[src/hdl/dts_pkg.sv]
// Shared widths, register codes and pipeline types for the driveline torque split.
package dts_pkg;

  localparam int unsigned WORD_W = 32;             // field width, signed Q16.16
  localparam int unsigned Q_W    = 32;             // quotient bits, one per divider stage
  localparam int unsigned DEN_W  = 30;             // divisor 2^24 + bias, bias < 2^29
  localparam int unsigned NUM_W  = Q_W + DEN_W;    // |torque| * bias
  localparam int unsigned BIAS_W = 29;             // bias ratio scaled by 2^24
  localparam int unsigned CFG_W  = 17;             // widest register
  localparam int unsigned IDX_W  = 2;

  typedef enum logic [IDX_W-1:0] {
    REG_CONNECTED      = 2'd0,
    REG_FRONT_FRACTION = 2'd1,
    REG_FRONT_MAX_BIAS = 2'd2,
    REG_REAR_MAX_BIAS  = 2'd3
  } cfg_reg_t;

  // Per-request data that rides alongside the two dividers.
  typedef struct packed {
    logic                     conn;
    logic signed [WORD_W-1:0] front_t;
    logic signed [WORD_W-1:0] rear_t;
    logic                     front_neg;
    logic                     rear_neg;
    logic                     front_slow_left;
    logic                     rear_slow_left;
    logic signed [WORD_W-1:0] speed;
  } side_t;

endpackage

[src/hdl/dts_axle_div.sv]
// Pipelined unsigned restoring divider, one quotient bit per stage.
module dts_axle_div (
  input  logic                      clk,
  input  logic                      rst,
  input  logic                      in_valid,
  input  logic [dts_pkg::NUM_W-1:0] num,
  input  logic [dts_pkg::DEN_W-1:0] den,
  output logic                      out_valid,
  output logic [dts_pkg::Q_W-1:0]   quot
);
  import dts_pkg::*;

  logic             vld   [Q_W];
  logic [DEN_W-1:0] rem   [Q_W];
  logic [Q_W-1:0]   lo    [Q_W];
  logic [Q_W-1:0]   quo   [Q_W];
  logic [DEN_W-1:0] dd    [Q_W];

  logic             src_v   [Q_W];
  logic [DEN_W-1:0] src_rem [Q_W];
  logic [Q_W-1:0]   src_lo  [Q_W];
  logic [Q_W-1:0]   src_quo [Q_W];
  logic [DEN_W-1:0] src_dd  [Q_W];
  logic [DEN_W:0]   trial   [Q_W];
  logic             fits    [Q_W];
  logic [DEN_W-1:0] rem_next [Q_W];

  // The numerator is below den * 2^Q_W, so its top part starts below den.
  always_comb begin
    for (int i = 0; i < Q_W; i++) begin
      if (i == 0) begin
        src_v[i]   = in_valid;
        src_rem[i] = num[NUM_W-1:Q_W];
        src_lo[i]  = num[Q_W-1:0];
        src_quo[i] = '0;
        src_dd[i]  = den;
      end else begin
        src_v[i]   = vld[i-1];
        src_rem[i] = rem[i-1];
        src_lo[i]  = lo[i-1];
        src_quo[i] = quo[i-1];
        src_dd[i]  = dd[i-1];
      end
      trial[i] = {src_rem[i], src_lo[i][Q_W-1]};
      fits[i]  = trial[i] >= {1'b0, src_dd[i]};
      rem_next[i] = fits[i] ? DEN_W'(trial[i] - {1'b0, src_dd[i]}) : trial[i][DEN_W-1:0];
    end
  end

  always_ff @(posedge clk) begin
    for (int i = 0; i < Q_W; i++) begin
      if (rst) begin
        vld[i] <= 1'b0;
      end else begin
        vld[i] <= src_v[i];
      end
    end
  end

  always_ff @(posedge clk) begin
    for (int i = 0; i < Q_W; i++) begin
      rem[i] <= rem_next[i];
      lo[i]  <= {src_lo[i][Q_W-2:0], 1'b0};
      quo[i] <= {src_quo[i][Q_W-2:0], fits[i]};
      dd[i]  <= src_dd[i];
    end
  end

  assign out_valid = vld[Q_W-1];
  assign quot      = quo[Q_W-1];

endmodule

[config.mk]
export PLATFORM = sky130hd
export DESIGN_NAME = dts_axle_div
export DESIGN_NICKNAME = d
export VERILOG_FILES = /design/src/hdl/dts_pkg.sv /design/src/hdl/dts_axle_div.sv
export SDC_FILE = /design/constraint.sdc
export NUM_CORES = 2
export LEC_CHECK = 0
export BUFFER_PORTS_ARGS = -buffer_cell sky130_fd_sc_hd__clkbuf_2
export CORE_ASPECT_RATIO = 0.75
export CORE_MARGIN = 5
export CORE_UTILIZATION = 55
export DETAILED_ROUTE_END_ITERATION = 8
export PLACE_DENSITY = 0.86
export SLEW_MARGIN = 10
export SYNTH_ARGS = -nofsm -noshare
export SYNTH_HDL_FRONTEND = slang
export SYNTH_SLANG_ARGS = --single-unit
[constraint.sdc]
create_clock -name clk -period 3.3 [get_ports clk]
set_clock_uncertainty 0.05 [all_clocks]
set_input_delay 0.495 -clock clk [delete_from_list [all_inputs] [get_ports clk]]
set_output_delay 0.495 -clock clk [all_outputs]
set_load 0.01 [all_outputs]
==> metrics.txt <==
status=finished, violations left; violated checks=setup timing; total CTS buffers=286; Worst setup EP type=flip-flop; Clock Tree Buf Depth=4; die area=227000 um^2; initial antenna violation count=6; post-synthesis register bit count=2916; critical path required time=3.97 ns; Pins Over Slew Limit=0; fraction of layout cells with a size suffix above 1=15.7%; CORE AREA=217000 um^2; Horiz. Die Dim=549 um; WHS=0.176 ns; PwrDens=1180 nW/um^2; # IOs=128; Syn Area/Cell=9.74 um^2; Critical Path AT=4.02 ns; final worst slack=-0.0530 ns; register clock-pin slew on the reported worst setup and hold paths=0.07 ns; CTS tree=done; placer's final routability congestion estimate=0.970; largest net degree at the start of global routing=49; number of global-route vias before repair=87300; met2 wire length=133 mm; Root Driver=clkbuf_16; number of clock sinks=2916; ANT nets after route=0; Max-Slew Margin vs Limit=56.3%; Startpoint Class=flip-flop; drt first pass iters=8; Yosys warnings=0; post-synthesis mux area share=3.84%; Initial Utilization=55.2%; Place WS=-0.237 ns; ys flop type=dfxtp_1; main combinational cell family by area after synthesis=compound AO/OA/AOI/OAI gates; Tmin final=3.35 ns; Fmax=298 MHz; RSZ-0062 raised after global routing=yes; Max Cap Violations=0; Final Hold Viols=0; Worst-Skew Late Latency=0.87 ns; total global-route track usage=23.6%; Distinct cells, synth=88; Synth Area in Simple Gates=10.5%; Syn Std Cell Area=120000 um^2; wl on met1=126 mm; crit share post-route=102%; total number of placement rows=148; DR DRC count=0; HP Class=input pin to flip-flop; # setup viols final=51; Tightest Pin Transition=0.654 ns; CP max FO=10; Layout fillers=15800; VDD IR-drop max=0.000638 V; H-Tree Depth=5; Syn Inst Count=12300; Design Area, Final=142000 um^2; Synth Area in Compound Gates=16.0%; EDFF count, synth=0; vias=91200; Die H=414 um; Iteration-0 DRC Markers=8168; Post-Synth Adder-Cell Area=10.5%; worst setup path class=flip-flop to flip-flop; wire length on met3=21.8 mm; first-pass GRT wire length=447 mm; IO Port Bufs=127; Syn Nets=13400; xor and xnor fraction of the mapped netlist area=5.54%; top layer in use=met4; FFs w/ async S/R, synth=0%; DP HPWL=203 mm; grt total ovfl=0; DRT Wirelength=291 mm; Area growth, synth to finish=18.8%; drt via density=5.58; fin nets=14300; mean routed wirelength per cell=17.8 um; post-synthesis sequential area ratio=48.8%; TNS Setup=-1.17 ns; Pleak=65.9 nW; placed standard-cell area=128000 um^2
registers in the layout (all words and copies together) (netlist names):
signal  flops
quo       528
lo        496
vld        32
rem       930
dd        930
cell usage after synthesis (146+ instances only):
master	number	share of area, %
xor2_1	338	2.5
a21o_1	444	2.8
xnor2_1	420	3.1
o21ai_0	874	3.7
nand3_1	210	0.88
dfxtp_1	2916	49
inv_1	1194	3.7
a21oi_1	875	3.7
ha_1	960	10
nand2_1	964	3.0
nor2_1	556	1.7
nor2b_1	176	0.92
nand2b_1	146	0.76
mux2_2	374	3.5
clkbuf_1	220	0.69
logic make-up (layout without fill, tap and decap cells):
logic type / Yosys count / after routing
simple gates: 2647 / 2647
xor+xnor: 758 / 758
compound gates: 3069 / 3069
mux: 413 / 413
flops: 2916 / 2916
fa+ha+maj: 991 / 991
other cells: 0 / 4
buf+inv: 1502 / 2619
placed cells by master (no fill, tap or decap), drive strengths merged, types with 30 or more instances in the layout:
| master | instances |
|---|---|
| inv | 1211 |
| a211oi | 70 |
| xor2 | 338 |
| dlygate4sd3 | 92 |
| o21bai | 87 |
| o211ai | 54 |
| mux2 | 375 |
| xnor2 | 420 |
| or3 | 39 |
| and2 | 30 |
| a21oi | 875 |
| ha | 960 |
| fa | 31 |
| nor3 | 120 |
| bufinv | 39 |
| mux2i | 38 |
| nand3 | 210 |
| nor4 | 30 |
| a31o | 30 |
| and3 | 105 |
| nand2b | 146 |
| or2 | 31 |
| buf | 674 |
| nand2 | 964 |
| o21a | 109 |
| nand4 | 139 |
| clkbuf | 532 |
| nor2 | 556 |
| nor2b | 176 |
| a21o | 444 |
| a211o | 38 |
| clkinv | 51 |
| a2111oi | 34 |
| o21ai | 881 |
| dfxtp | 2916 |
| o31ai | 89 |
| a31oi | 86 |
metal layers:
layer / vias up / track usage [%]
met5: - / 0
met3: 794 / 4.44
li1: 44200 / -
met2: 3452 / 38.6
met4: 0 / 8.28
met1: 42800 / 31.3
layout make-up:
class	instances	area, um^2	area share (%)
multi-input cells	7878	57800	40.6
repair buffers	912	7850	5.52
diodes	4	10.0	0.00704
clock inverters	127	1870	1.31
well taps	2925	3660	2.57
flip-flops and latches	2916	58400	41.1
inverters	1194	4490	3.15
clock buffers	386	8120	5.71
what timing repair did:
item / in CTS / in global routing
cloned: 6 / 18
hold buffers: 92 / 0
setup buffers: 21 / 52
hold endpoints to repair: 92 / 0
gates resized for setup: 68 / 482
endpoints found under the setup margin: 318 / 797
pin swaps: 26 / 135
power by group:
group	switching [mW]	leakage [nW]	internal, mW	total [mW]
logic	43.1	36.5	38.1	81.2
registers	5.82	24.6	46.0	51.9
clock network	13.8	4.86	20.5	34.3
total	62.7	65.9	105	167
stage by stage:
step | total power [mW] | utilization [%] | cells
finish | 167 | 65.6 | 16300
global route | 178 | 65.6 | 16300
floorplan | 104 | - | 12300
detailed placement | 125 | 59.0 | 15600
global placement | 123 | 59.0 | 15600
CTS | 162 | 64.3 | 16300
worst paths after layout:
path | slack, ns | from | endpoint | depth (start not counted)
hold reg to reg | 0.24 | quo[1][42] | quo[1][75] | 0
setup / recovery | -0.05 | rem[1][303] | rem[1][337] | 12
setup reg to reg | -0.05 | rem[1][303] | rem[1][337] | 12
hold / removal | 0.18 | rst | vld[1][9] | 2
critical path, stage by stage (launching register included):
cell and delay (ns):
dfxtp_1 0.36, ha_4 0.19, or3_4 0.42, nor2_2 0.12, a21oi_2 0.09, a41oi_2 0.28
a31oi_4 0.15, a221o_1 0.39, a41o_1 0.26, a311oi_4 0.37, buf_6 0.20, clkbuf_4 0.23
o21ai_0 0.11
No activity file was read; power rests on OpenSTA's default activity.
